--- config.mk ---
export PLATFORM = sky130hd
export DESIGN_NAME = dfs_edge_classifier
export DESIGN_NICKNAME = d
export VERILOG_FILES = /design/src/hdl/dfs_pkg.sv /design/src/hdl/dfs_edge_classifier.sv /design/src/hdl/dfs_ram.sv /design/src/hdl/dfs_ctrl.sv /design/src/hdl/dfs_datapath.sv
export VERILOG_INCLUDE_DIRS = /design/src /design/src/hdl
export SDC_FILE = /design/constraint.sdc
export NUM_CORES = 2
export LEC_CHECK = 0
export BUFFER_PORTS_ARGS = -buffer_cell sky130_fd_sc_hd__buf_4
export CORE_MARGIN = 8
export CORE_UTILIZATION = 35
export DETAILED_ROUTE_END_ITERATION = 10
export GPL_TIMING_DRIVEN = 0
export PLACE_DENSITY = 0.59
export SLEW_MARGIN = 0
export SYNTH_ARGS = -nofsm -noshare
export SYNTH_HDL_FRONTEND = slang
export SYNTH_SLANG_ARGS = --single-unit
--- constraint.sdc ---
create_clock -name clk -period 8.1 [get_ports clk]
set_input_delay 0.81 -clock clk [delete_from_list [all_inputs] [get_ports clk]]
set_output_delay 0.81 -clock clk [all_outputs]
set_load 0.02 [all_outputs]
--- src/hdl/dfs_edge_classifier_defines.svh ---
// Assertion macros for the depth-first search edge classifier.
// Used by the top level only; depends on nothing else.
`ifndef DFS_EDGE_CLASSIFIER_DEFINES_SVH
`define DFS_EDGE_CLASSIFIER_DEFINES_SVH

// Same-cycle implication, disabled while reset is asserted
`define DFS_ASSERT_NOW(label, clk, rst_n, a, c) \
    label: assert property (@(posedge clk) disable iff (!rst_n) (a) |-> (c)) \
        else $error("dfs_edge_classifier: same-cycle check failed");

// Next-cycle implication, disabled while reset is asserted
`define DFS_ASSERT_NEXT(label, clk, rst_n, a, c) \
    label: assert property (@(posedge clk) disable iff (!rst_n) (a) |=> (c)) \
        else $error("dfs_edge_classifier: next-cycle check failed");

`endif

--- src/hdl/dfs_pkg.sv ---
// Shared types and constants for the depth-first search edge classifier.
// No dependencies; imported by every module of the block except dfs_ram.
`default_nettype none

package dfs_pkg;

    localparam int MAX_NODES = 16;
    localparam int MAX_EDGES = 32;
    localparam int NODE_W    = 4;
    localparam int EDGE_W    = 5;
    localparam int CNT_W     = 6;

    localparam logic [1:0] FUNC_LOAD  = 2'd0;
    localparam logic [1:0] FUNC_RUN   = 2'd1;
    localparam logic [1:0] FUNC_CLEAR = 2'd2;

    localparam logic [1:0] COLOR_WHITE = 2'd0;
    localparam logic [1:0] COLOR_GRAY  = 2'd1;
    localparam logic [1:0] COLOR_BLACK = 2'd2;

    localparam logic [2:0] ECLASS_NONE    = 3'd0;
    localparam logic [2:0] ECLASS_TREE    = 3'd1;
    localparam logic [2:0] ECLASS_BACK    = 3'd2;
    localparam logic [2:0] ECLASS_FORWARD = 3'd3;
    localparam logic [2:0] ECLASS_CROSS   = 3'd4;

    localparam logic KIND_NODE = 1'b0;
    localparam logic KIND_EDGE = 1'b1;

    typedef struct packed {
        logic [1:0] func;
        logic [3:0] src;
        logic [3:0] dst;
    } in_item_t;

    typedef struct packed {
        logic       kind;
        logic [4:0] index;
        logic [5:0] discovery;
        logic [5:0] finish;
        logic [3:0] predecessor;
        logic       has_predecessor;
        logic [2:0] edge_type;
        logic [5:0] cycle_count;
        logic       last;
    } out_item_t;

    typedef struct packed {
        logic idle;
        logic init;
        logic root_next;
        logic push_root;
        logic scan_load;
        logic scan_next;
        logic pop;
        logic take;
        logic match_sel;
        logic match_next;
        logic classify;
        logic emit_init;
        logic emit_step;
    } cmd_t;

    typedef struct packed {
        logic root_done;
        logic root_white;
        logic stack_empty;
        logic scan_end;
        logic scan_hit;
        logic match_hit;
        logic emit_none;
        logic emit_last;
        logic out_free;
    } sts_t;

endpackage

`default_nettype wire

--- src/hdl/dfs_edge_classifier.sv ---
// Top level of the depth-first search edge classifier.
// Depends on dfs_pkg, dfs_ctrl, dfs_datapath and the assertion macro header.
`default_nettype none
`include "dfs_edge_classifier_defines.svh"

// Directed edges are loaded into a 32-entry table one item per cycle while
// no run is in progress; an edge naming a node at or above node_count, or
// arriving with the table full, is dropped. A clear item empties the table.
// A run item searches depth first from each still-white node in index order,
// walking each node's edges in load order, then emits one record per node
// followed by one per loaded edge, the final record flagged with last. Loads
// and clears never raise in_stall. A run holds in_stall high until its last
// record has been handed to the output register; its length is set by the
// single read port of the edge table: each edge-scan step reads one entry
// through S_SCAN_A and S_SCAN_B and, for each edge taken, the table is read
// again from entry 0 through S_MATCH_A and S_MATCH_B to find the first copy
// of that edge. Each node's scan walks the whole table once, and records
// leave one per cycle while the output is not stalled. The output register
// lets a new item be accepted while the last record still waits.
// node_count is written through cfg_valid/cfg_data (cfg_ready is always high)
// and must only be written while the block is idle.

module dfs_edge_classifier
    import dfs_pkg::*;
(
    input  wire logic       clk,
    input  wire logic       rst_n,
    input  wire logic       in_valid,
    output logic            in_stall,
    input  wire in_item_t   in_item,
    output logic            out_valid,
    input  wire logic       out_stall,
    output out_item_t       out_item,
    input  wire logic       cfg_valid,
    output logic            cfg_ready,
    input  wire logic [4:0] cfg_data
);

    cmd_t cmd;
    sts_t sts;
    logic in_fire;
    logic run_fire;
    logic edge_rec;
    logic edge_no_times;

    // Take items only while the sequencer is idle
    assign in_stall  = !cmd.idle;
    assign in_fire   = in_valid && !in_stall;
    assign run_fire  = in_fire && (in_item.func == FUNC_RUN);
    assign cfg_ready = 1'b1;

    dfs_ctrl u_ctrl (
        .clk       (clk),
        .rst_n     (rst_n),
        .run_start (run_fire),
        .sts       (sts),
        .cmd       (cmd)
    );

    dfs_datapath u_datapath (
        .clk       (clk),
        .rst_n     (rst_n),
        .cmd       (cmd),
        .in_fire   (in_fire),
        .in_item   (in_item),
        .cfg_write (cfg_valid && cfg_ready),
        .cfg_data  (cfg_data),
        .out_stall (out_stall),
        .sts       (sts),
        .out_valid (out_valid),
        .out_item  (out_item)
    );

    assign edge_rec      = out_valid && (out_item.kind == KIND_EDGE);
    assign edge_no_times = (out_item.discovery == 6'd0) && (out_item.finish == 6'd0);

    // A run item must leave the block busy on the next cycle
    `DFS_ASSERT_NEXT(a_run_busy, clk, rst_n, run_fire, in_stall)
    // Edge records carry no node times
    `DFS_ASSERT_NOW(a_edge_times, clk, rst_n, edge_rec, edge_no_times)
    // The search stack is empty whenever items are taken
    `DFS_ASSERT_NOW(a_idle_stack, clk, rst_n, !in_stall, sts.stack_empty)

endmodule

`default_nettype wire

--- src/hdl/dfs_ram.sv ---
// Generic single-write, single-read RAM with registered read data.
// No dependencies.
`default_nettype none

module dfs_ram #(
    parameter int WIDTH = 8,
    parameter int DEPTH = 32
) (
    input  wire logic                     clk,
    input  wire logic                     wr_en,
    input  wire logic [$clog2(DEPTH)-1:0] wr_addr,
    input  wire logic [WIDTH-1:0]         wr_data,
    input  wire logic [$clog2(DEPTH)-1:0] rd_addr,
    output logic      [WIDTH-1:0]         rd_data
);

    logic [WIDTH-1:0] mem [DEPTH];

    always_ff @(posedge clk)
    begin
        if (wr_en)
        begin
            mem[wr_addr] <= wr_data;
        end
        rd_data <= mem[rd_addr];
    end

endmodule

`default_nettype wire

--- src/hdl/dfs_ctrl.sv ---
// Sequencer for the search, the edge scans and the record emission.
// Depends on dfs_pkg for the command and status structs.
`default_nettype none

module dfs_ctrl
    import dfs_pkg::*;
(
    input  wire logic     clk,
    input  wire logic     rst_n,
    input  wire logic     run_start,
    input  wire sts_t     sts,
    output cmd_t          cmd
);

    typedef enum logic [8:0] {
        S_IDLE    = 9'b000000001,
        S_INIT    = 9'b000000010,
        S_ROOT    = 9'b000000100,
        S_TOP     = 9'b000001000,
        S_SCAN_A  = 9'b000010000,
        S_SCAN_B  = 9'b000100000,
        S_MATCH_A = 9'b001000000,
        S_MATCH_B = 9'b010000000,
        S_EMIT    = 9'b100000000
    } state_t;

    state_t state_reg, state_next;

    always_ff @(posedge clk or negedge rst_n)
    begin
        if (!rst_n)
        begin
            state_reg <= S_IDLE;
        end
        else
        begin
            state_reg <= state_next;
        end
    end

    always_comb
    begin
        state_next = state_reg;
        cmd        = '0;
        case (state_reg)
            S_IDLE:
            begin
                cmd.idle = 1'b1;
                if (run_start)
                begin
                    state_next = S_INIT;
                end
            end
            S_INIT:
            begin
                cmd.init   = 1'b1;
                state_next = S_ROOT;
            end
            S_ROOT:
            begin
                if (sts.root_done)
                begin
                    cmd.emit_init = 1'b1;
                    state_next    = sts.emit_none ? S_IDLE : S_EMIT;
                end
                else if (sts.root_white)
                begin
                    cmd.push_root = 1'b1;
                    state_next    = S_TOP;
                end
                else
                begin
                    cmd.root_next = 1'b1;
                end
            end
            S_TOP:
            begin
                if (sts.stack_empty)
                begin
                    cmd.root_next = 1'b1;
                    state_next    = S_ROOT;
                end
                else
                begin
                    cmd.scan_load = 1'b1;
                    state_next    = S_SCAN_A;
                end
            end
            S_SCAN_A:
            begin
                if (sts.scan_end)
                begin
                    cmd.pop    = 1'b1;
                    state_next = S_TOP;
                end
                else
                begin
                    state_next = S_SCAN_B;
                end
            end
            S_SCAN_B:
            begin
                if (sts.scan_hit)
                begin
                    cmd.take   = 1'b1;
                    state_next = S_MATCH_A;
                end
                else
                begin
                    cmd.scan_next = 1'b1;
                    state_next    = S_SCAN_A;
                end
            end
            S_MATCH_A:
            begin
                cmd.match_sel = 1'b1;
                state_next    = S_MATCH_B;
            end
            S_MATCH_B:
            begin
                if (sts.match_hit)
                begin
                    cmd.classify = 1'b1;
                    state_next   = S_TOP;
                end
                else
                begin
                    cmd.match_next = 1'b1;
                    state_next     = S_MATCH_A;
                end
            end
            S_EMIT:
            begin
                if (sts.out_free)
                begin
                    cmd.emit_step = 1'b1;
                    if (sts.emit_last)
                    begin
                        state_next = S_IDLE;
                    end
                end
            end
            default:
            begin
                state_next = S_IDLE;
            end
        endcase
    end

endmodule

`default_nettype wire

--- src/hdl/dfs_datapath.sv ---
// Edge table, node tables, search stack, counters and output register.
// Depends on dfs_pkg and dfs_ram.
`default_nettype none

module dfs_datapath
    import dfs_pkg::*;
(
    input  wire logic      clk,
    input  wire logic      rst_n,
    input  wire cmd_t      cmd,
    input  wire logic      in_fire,
    input  wire in_item_t  in_item,
    input  wire logic      cfg_write,
    input  wire logic [4:0] cfg_data,
    input  wire logic      out_stall,
    output sts_t           sts,
    output logic           out_valid,
    output out_item_t      out_item
);

    logic [4:0] node_count_reg;
    logic [5:0] edges_loaded_reg;
    logic [2:0] eclass_reg [MAX_EDGES];
    logic [1:0] color_reg  [MAX_NODES];
    logic [5:0] disc_reg   [MAX_NODES];
    logic [5:0] fin_reg    [MAX_NODES];
    logic [3:0] par_reg    [MAX_NODES];
    logic       pv_reg     [MAX_NODES];
    logic [3:0] stk_node_reg [MAX_NODES];
    logic [5:0] stk_cur_reg  [MAX_NODES];
    logic [5:0] stk_disc_reg [MAX_NODES];
    logic [4:0] depth_reg;
    logic [5:0] clk_cnt_reg;
    logic [5:0] back_reg;
    logic [4:0] root_reg;
    logic [5:0] scan_reg;
    logic [5:0] match_reg;
    logic [3:0] v_reg;
    logic [5:0] emit_reg;
    logic       out_valid_reg;
    out_item_t  out_reg;

    logic [4:0] n_act;
    logic [4:0] depth_m1;
    logic [3:0] top;
    logic [4:0] push_idx;
    logic [3:0] u;
    logic       load_ok;
    logic [4:0] rd_addr;
    logic [7:0] rd_data;
    logic [3:0] rd_src;
    logic [3:0] rd_dst;
    logic [5:0] total;
    logic [5:0] clk_inc;
    logic [5:0] edge_off;
    out_item_t  rec;

    assign n_act    = (node_count_reg > 5'(MAX_NODES)) ? 5'(MAX_NODES) : node_count_reg;
    assign depth_m1 = depth_reg - 5'd1;
    assign top      = depth_m1[3:0];
    assign push_idx = depth_reg;
    assign u        = stk_node_reg[top];
    assign clk_inc  = clk_cnt_reg + 6'd1;
    assign total    = {1'b0, n_act} + edges_loaded_reg;
    assign edge_off = emit_reg - {1'b0, n_act};
    assign rd_src   = rd_data[7:4];
    assign rd_dst   = rd_data[3:0];
    assign rd_addr  = cmd.match_sel ? match_reg[4:0] : scan_reg[4:0];

    assign load_ok = in_fire && (in_item.func == FUNC_LOAD)
                     && ({1'b0, in_item.src} < n_act) && ({1'b0, in_item.dst} < n_act)
                     && (edges_loaded_reg < 6'(MAX_EDGES));

    dfs_ram #(
        .WIDTH (8),
        .DEPTH (MAX_EDGES)
    ) u_edge_ram (
        .clk     (clk),
        .wr_en   (load_ok),
        .wr_addr (edges_loaded_reg[4:0]),
        .wr_data ({in_item.src, in_item.dst}),
        .rd_addr (rd_addr),
        .rd_data (rd_data)
    );

    always_comb
    begin
        sts.root_done   = root_reg >= n_act;
        sts.root_white  = color_reg[root_reg[3:0]] == COLOR_WHITE;
        sts.stack_empty = depth_reg == 5'd0;
        sts.scan_end    = scan_reg >= edges_loaded_reg;
        sts.scan_hit    = (rd_src == u) && ({1'b0, rd_dst} < n_act);
        sts.match_hit   = (rd_src == u) && (rd_dst == v_reg);
        sts.emit_none   = total == 6'd0;
        sts.emit_last   = (emit_reg + 6'd1) == total;
        sts.out_free    = !out_valid_reg || !out_stall;
    end

    // Build the record for the current emit position
    always_comb
    begin
        rec             = '0;
        rec.cycle_count = back_reg;
        rec.last        = sts.emit_last;
        if (emit_reg < {1'b0, n_act})
        begin
            rec.kind            = KIND_NODE;
            rec.index           = emit_reg[4:0];
            rec.discovery       = disc_reg[emit_reg[3:0]];
            rec.finish          = fin_reg[emit_reg[3:0]];
            rec.has_predecessor = pv_reg[emit_reg[3:0]];
            rec.predecessor     = pv_reg[emit_reg[3:0]] ? par_reg[emit_reg[3:0]] : 4'd0;
        end
        else
        begin
            rec.kind      = KIND_EDGE;
            rec.index     = edge_off[4:0];
            rec.edge_type = eclass_reg[edge_off[4:0]];
        end
    end

    always_ff @(posedge clk or negedge rst_n)
    begin
        if (!rst_n)
        begin
            node_count_reg   <= 5'(MAX_NODES);
            edges_loaded_reg <= '0;
            depth_reg        <= '0;
            clk_cnt_reg      <= '0;
            back_reg         <= '0;
            root_reg         <= '0;
            out_valid_reg    <= 1'b0;
            for (int k = 0; k < MAX_EDGES; k++)
            begin
                eclass_reg[k] <= ECLASS_NONE;
            end
            for (int k = 0; k < MAX_NODES; k++)
            begin
                color_reg[k] <= COLOR_WHITE;
                disc_reg[k]  <= '0;
                fin_reg[k]   <= '0;
                par_reg[k]   <= '0;
                pv_reg[k]    <= 1'b0;
            end
        end
        else
        begin
            if (cfg_write)
            begin
                node_count_reg <= cfg_data;
            end
            if (load_ok)
            begin
                edges_loaded_reg <= edges_loaded_reg + 6'd1;
            end
            if (in_fire && (in_item.func == FUNC_CLEAR))
            begin
                edges_loaded_reg <= '0;
            end
            if (cmd.init)
            begin
                depth_reg   <= '0;
                clk_cnt_reg <= '0;
                back_reg    <= '0;
                root_reg    <= '0;
                for (int k = 0; k < MAX_EDGES; k++)
                begin
                    eclass_reg[k] <= ECLASS_NONE;
                end
                for (int k = 0; k < MAX_NODES; k++)
                begin
                    color_reg[k] <= COLOR_WHITE;
                    par_reg[k]   <= '0;
                    pv_reg[k]    <= 1'b0;
                end
            end
            if (cmd.root_next)
            begin
                root_reg <= root_reg + 5'd1;
            end
            if (cmd.push_root)
            begin
                color_reg[root_reg[3:0]] <= COLOR_GRAY;
                disc_reg[root_reg[3:0]]  <= clk_inc;
                clk_cnt_reg              <= clk_inc;
                depth_reg                <= depth_reg + 5'd1;
            end
            if (cmd.pop)
            begin
                color_reg[u] <= COLOR_BLACK;
                fin_reg[u]   <= clk_inc;
                clk_cnt_reg  <= clk_inc;
                depth_reg    <= depth_m1;
            end
            if (cmd.classify)
            begin
                case (color_reg[v_reg])
                    COLOR_WHITE:
                    begin
                        eclass_reg[match_reg[4:0]] <= ECLASS_TREE;
                        par_reg[v_reg]   <= u;
                        pv_reg[v_reg]    <= 1'b1;
                        color_reg[v_reg] <= COLOR_GRAY;
                        disc_reg[v_reg]  <= clk_inc;
                        clk_cnt_reg      <= clk_inc;
                        depth_reg        <= depth_reg + 5'd1;
                    end
                    COLOR_GRAY:
                    begin
                        eclass_reg[match_reg[4:0]] <= ECLASS_BACK;
                        back_reg <= back_reg + 6'd1;
                    end
                    default:
                    begin
                        if (stk_disc_reg[top] < disc_reg[v_reg])
                        begin
                            eclass_reg[match_reg[4:0]] <= ECLASS_FORWARD;
                        end
                        else if (stk_disc_reg[top] > disc_reg[v_reg])
                        begin
                            eclass_reg[match_reg[4:0]] <= ECLASS_CROSS;
                        end
                    end
                endcase
            end
            if (cmd.emit_step)
            begin
                out_valid_reg <= 1'b1;
            end
            else if (!out_stall)
            begin
                out_valid_reg <= 1'b0;
            end
        end
    end

    // Stack frames, scan pointers and output payload: no reset needed
    always_ff @(posedge clk)
    begin
        if (cmd.push_root)
        begin
            stk_node_reg[push_idx[3:0]] <= root_reg[3:0];
            stk_cur_reg[push_idx[3:0]]  <= '0;
            stk_disc_reg[push_idx[3:0]] <= clk_inc;
        end
        if (cmd.classify && (color_reg[v_reg] == COLOR_WHITE))
        begin
            stk_node_reg[push_idx[3:0]] <= v_reg;
            stk_cur_reg[push_idx[3:0]]  <= '0;
            stk_disc_reg[push_idx[3:0]] <= clk_inc;
        end
        if (cmd.scan_load)
        begin
            scan_reg <= stk_cur_reg[top];
        end
        if (cmd.scan_next)
        begin
            scan_reg <= scan_reg + 6'd1;
        end
        if (cmd.take)
        begin
            stk_cur_reg[top] <= scan_reg + 6'd1;
            v_reg            <= rd_dst;
            match_reg        <= '0;
        end
        if (cmd.match_next)
        begin
            match_reg <= match_reg + 6'd1;
        end
        if (cmd.emit_init)
        begin
            emit_reg <= '0;
        end
        if (cmd.emit_step)
        begin
            out_reg  <= rec;
            emit_reg <= emit_reg + 6'd1;
        end
    end

    assign out_valid = out_valid_reg;
    assign out_item  = out_reg;

endmodule

`default_nettype wire

==> metrics <==
outcome=completed; Post-DRT Antenna Nets=0; Die X=approximately 380 um; vias=a little under 30000; largest net degree at the start of global routing=between 100 and 150; RSZ-0062 raised after global routing=false; crit-path most repeated cell=clkbuf_1; max reg flops=approximately 260; FF/Latch Area=28200 sq um; die extent in y=roughly 380 um; Final nets=around 3500; Crit Path Max Fanout=10; worst-path cell chain=buf_2 > clkbuf_4 > clkbuf_4 > clkbuf_1 > inv_1 > ha_1 > buf_2 > clkbuf_1 > mux4_2 > mux2i_1 > mux2_2 > xor2_1 > nand4b_1 > clkbuf_1 > o31ai_1 > clkbuf_1 > nand2_1 > nor3_2 > buf_6; Die ar.=between 100000 and 150000 sq um; ys async rst share=between 40 and 50%; Site Rows=around 130; clock-pin slew on the worst setup and hold paths=about 0.060 ns; Mapped Area=46100 sq um; post-CTS setup buffers=0; CTS sink cnt=slightly above 1000; clk buf depth=3; Biggest register=u_datapath.u_edge_ram.mem; count leader, synth=edfxtp_1; P&R area growth vs syn=14.8%; first-pass GRT wire length=193000 um; H-tree levels=3; CP Launch Type=flop; Seq cells post-synth=1017; Starting DRT DRC Count=approximately 2800; Total Routed Length=130000 um; layout cells sized above 1=between 20 and 25%; Setup Skew=0.0322 ns; Top FF cell, synth=edfxtp_1; final setup fails=0; initial core utilization=about a third; initial antenna violation count=3; Fin. Hold Viols=0; Num CTS Buffers=between 100 and 150; # port buffers=between 50 and 60; Setup crit end kind=flop; Syn Inst Count=3251; Synth Area per Inst=about 14 sq um; WP data arrival=around 8 ns; Pleak=between 0.02 and 0.025 uW; FF-to-FF Start=u_datapath.depth_reg[0]; Hold Startpoint=cfg_valid; Final Cycle Share=94.4%; TritonCTS clock tree=yes; drt wl/cell=between 20 and 25 um; synth top area cells=edfxtp_1 (37%), dfrtp_1 (24%), mux4_2 (11%); global route overflow=0; WS Path Type=reg -> reg; Post-synth EDFFs=566; DP HPWL=roughly 90000 um; fin crit period=7.64 ns; share of the synthesized area in the top cell type=about 37%; Root Driver=clkbuf_16; Pins Over Slew Limit=0; Placed Cells=5073; distinct cell type count after synthesis=79; worst relative slew slack=9.47%; Core Util, Final=about two fifths; vias in the first global route=approximately 29000; fmax=0.131 GHz; Post-Layout Cell Count=around 5300; Multi-input gate area=~17000 sq um; maximum capacitance violations=0; Worst path slowest cell=o31ai_1; critical path startpoint=u_datapath.depth_reg[0]; actual slew at the worst max-slew pin=between 1 and 1.5 ns; sequential-to-total area share from yosys stat=about three fifths; min-delay worst type=in -> reg; Worst-Skew Late Latency=approximately 0.70 ns; cell taking the most area after synthesis=edfxtp_1; drt first pass iters=5; P per Cell Area=~250 nW/um^2; YS warnings=0; Placer Congestion=slightly above 0.9; CORE AREA=131000 sq um; Remaining DRCs=0; GRT Total Usage=17.7%; Worst EP required=8.50 ns; Peak supply drop=0.201 mV; crit-path max cell delay=about 0.64 ns; # IOs=56; Synth top cells by count=edfxtp_1 (566), dfrtp_1 (441), nand2_1 (285); Net Count, Synth=around 3300; Filler cells=approximately 12000; vias per cell=5.56
metal layers:
layer / global-route usage, % / wire length (um) / vias to the layer above / part of all wire [%]
li1: - / - / 12900 / -
met1: 25.5 / 58600 / 15300 / 45
met2: 27.9 / 60400 / 965 / 46
met3: 2.52 / 7220 / 196 / 5.6
met4: 5.33 / 3750 / 2 / 2.9
met5: 0 / 13 / - / 0.010
final timing paths:
check                                                end  slack, ns  depth (start not counted)
min in group asynchronous        u_datapath.disc_reg[26]       0.48                          2
hold reg to reg                    u_datapath.pv_reg[14]       0.47                          2
hold / removal              u_datapath.node_count_reg[4]       0.32                          2
setup reg to reg           u_datapath.stk_disc_reg[1][4]       0.46                         19
setup / recovery           u_datapath.stk_disc_reg[1][4]       0.46                         19
max in group asynchronous      u_datapath.eclass_reg[85]       6.22                          4
kinds of logic after synthesis:
| kind of cell | count (synthesis) | share of synthesized area (%) |
|---|---|---|
| compound gates | 566 | 8.34 |
| mux | 462 | 16.9 |
| simple gates | 834 | 8.87 |
| flops | 1017 | 61.2 |
| fa+ha+maj | 58 | 1.61 |
| other cells | 1 | 0.00813 |
| xor+xnor | 42 | 0.797 |
| buf+inv | 271 | 2.29 |
critical path, delay by kind of cell (launching register included):
kind            cells  cell delay (ns)
simple gates        3             1.18
fa+ha+maj           1             0.32
mux                 3             1.02
flops               1             0.44
compound gates      1             0.64
buf+inv            10             3.52
xor+xnor            1             0.21
cell type report:
class	count	area share, %
Clock buffer	147	5.80
Multi-Input combinational cell	1963	32.1
Inverter	48	0.340
Timing Repair Buffer	68	1.21
Tap cell	1755	4.15
Sequential cell	1017	53.3
Buffer	223	1.70
Antenna cell	1	0.00473
Clock inverter	57	1.37
power by group:
group          internal [uW]  leakage, uW  switching (uW)
Sequential              5550       0.0116            68.5
Combinational            772      0.00678            1500
Clock                   3110      0.00186            2120
Total                   9440       0.0203            3690
timing repair:
item                                    CTS  global route
resized for setup                        20            19
hold endpoints to repair                  1             0
hold buffers                              1             0
endpoints found under the setup margin  368           302
pin swaps                                 0             0
stage by stage:
step | setup WS, ns | cell area [sq um] | hold WS [ns] | setup TNS (ns) | power (uW)
after floorplan | 1.17 | 46100 | 0.433 | 0 | 7120
after global placement | -1.70 | 48700 | 0.446 | -266.34 | 7940
after detailed placement | -1.68 | 49100 | 0.450 | -211.62 | 7990
after CTS | -0.230 | 52900 | 0.291 | -5.09 | 13200
after global routing | 0.0124 | 52900 | 0.316 | 0 | 13600
final | 0.457 | 53000 | 0.323 | 0 | 13100
placed cells by master (no fill, tap or decap), types with 23 or more instances in the layout:
cell type  instances
clkbuf_1         193
dfrtp_1          441
a311oi_1          35
buf_4             56
nand2_1          285
a31oi_1           36
ha_1              56
clkbuf_16        111
mux2i_1           26
nand3_1          134
nor2_1           139
nor2b_1           88
buf_1             23
mux2_2           198
a22o_1            32
a211oi_1         102
a22oi_1           31
mux4_2           222
o21ai_0          101
a21oi_1          102
edfxtp_1         566
inv_1             43
nor3_1            23
No activity file was read; power rests on OpenSTA's default activity.
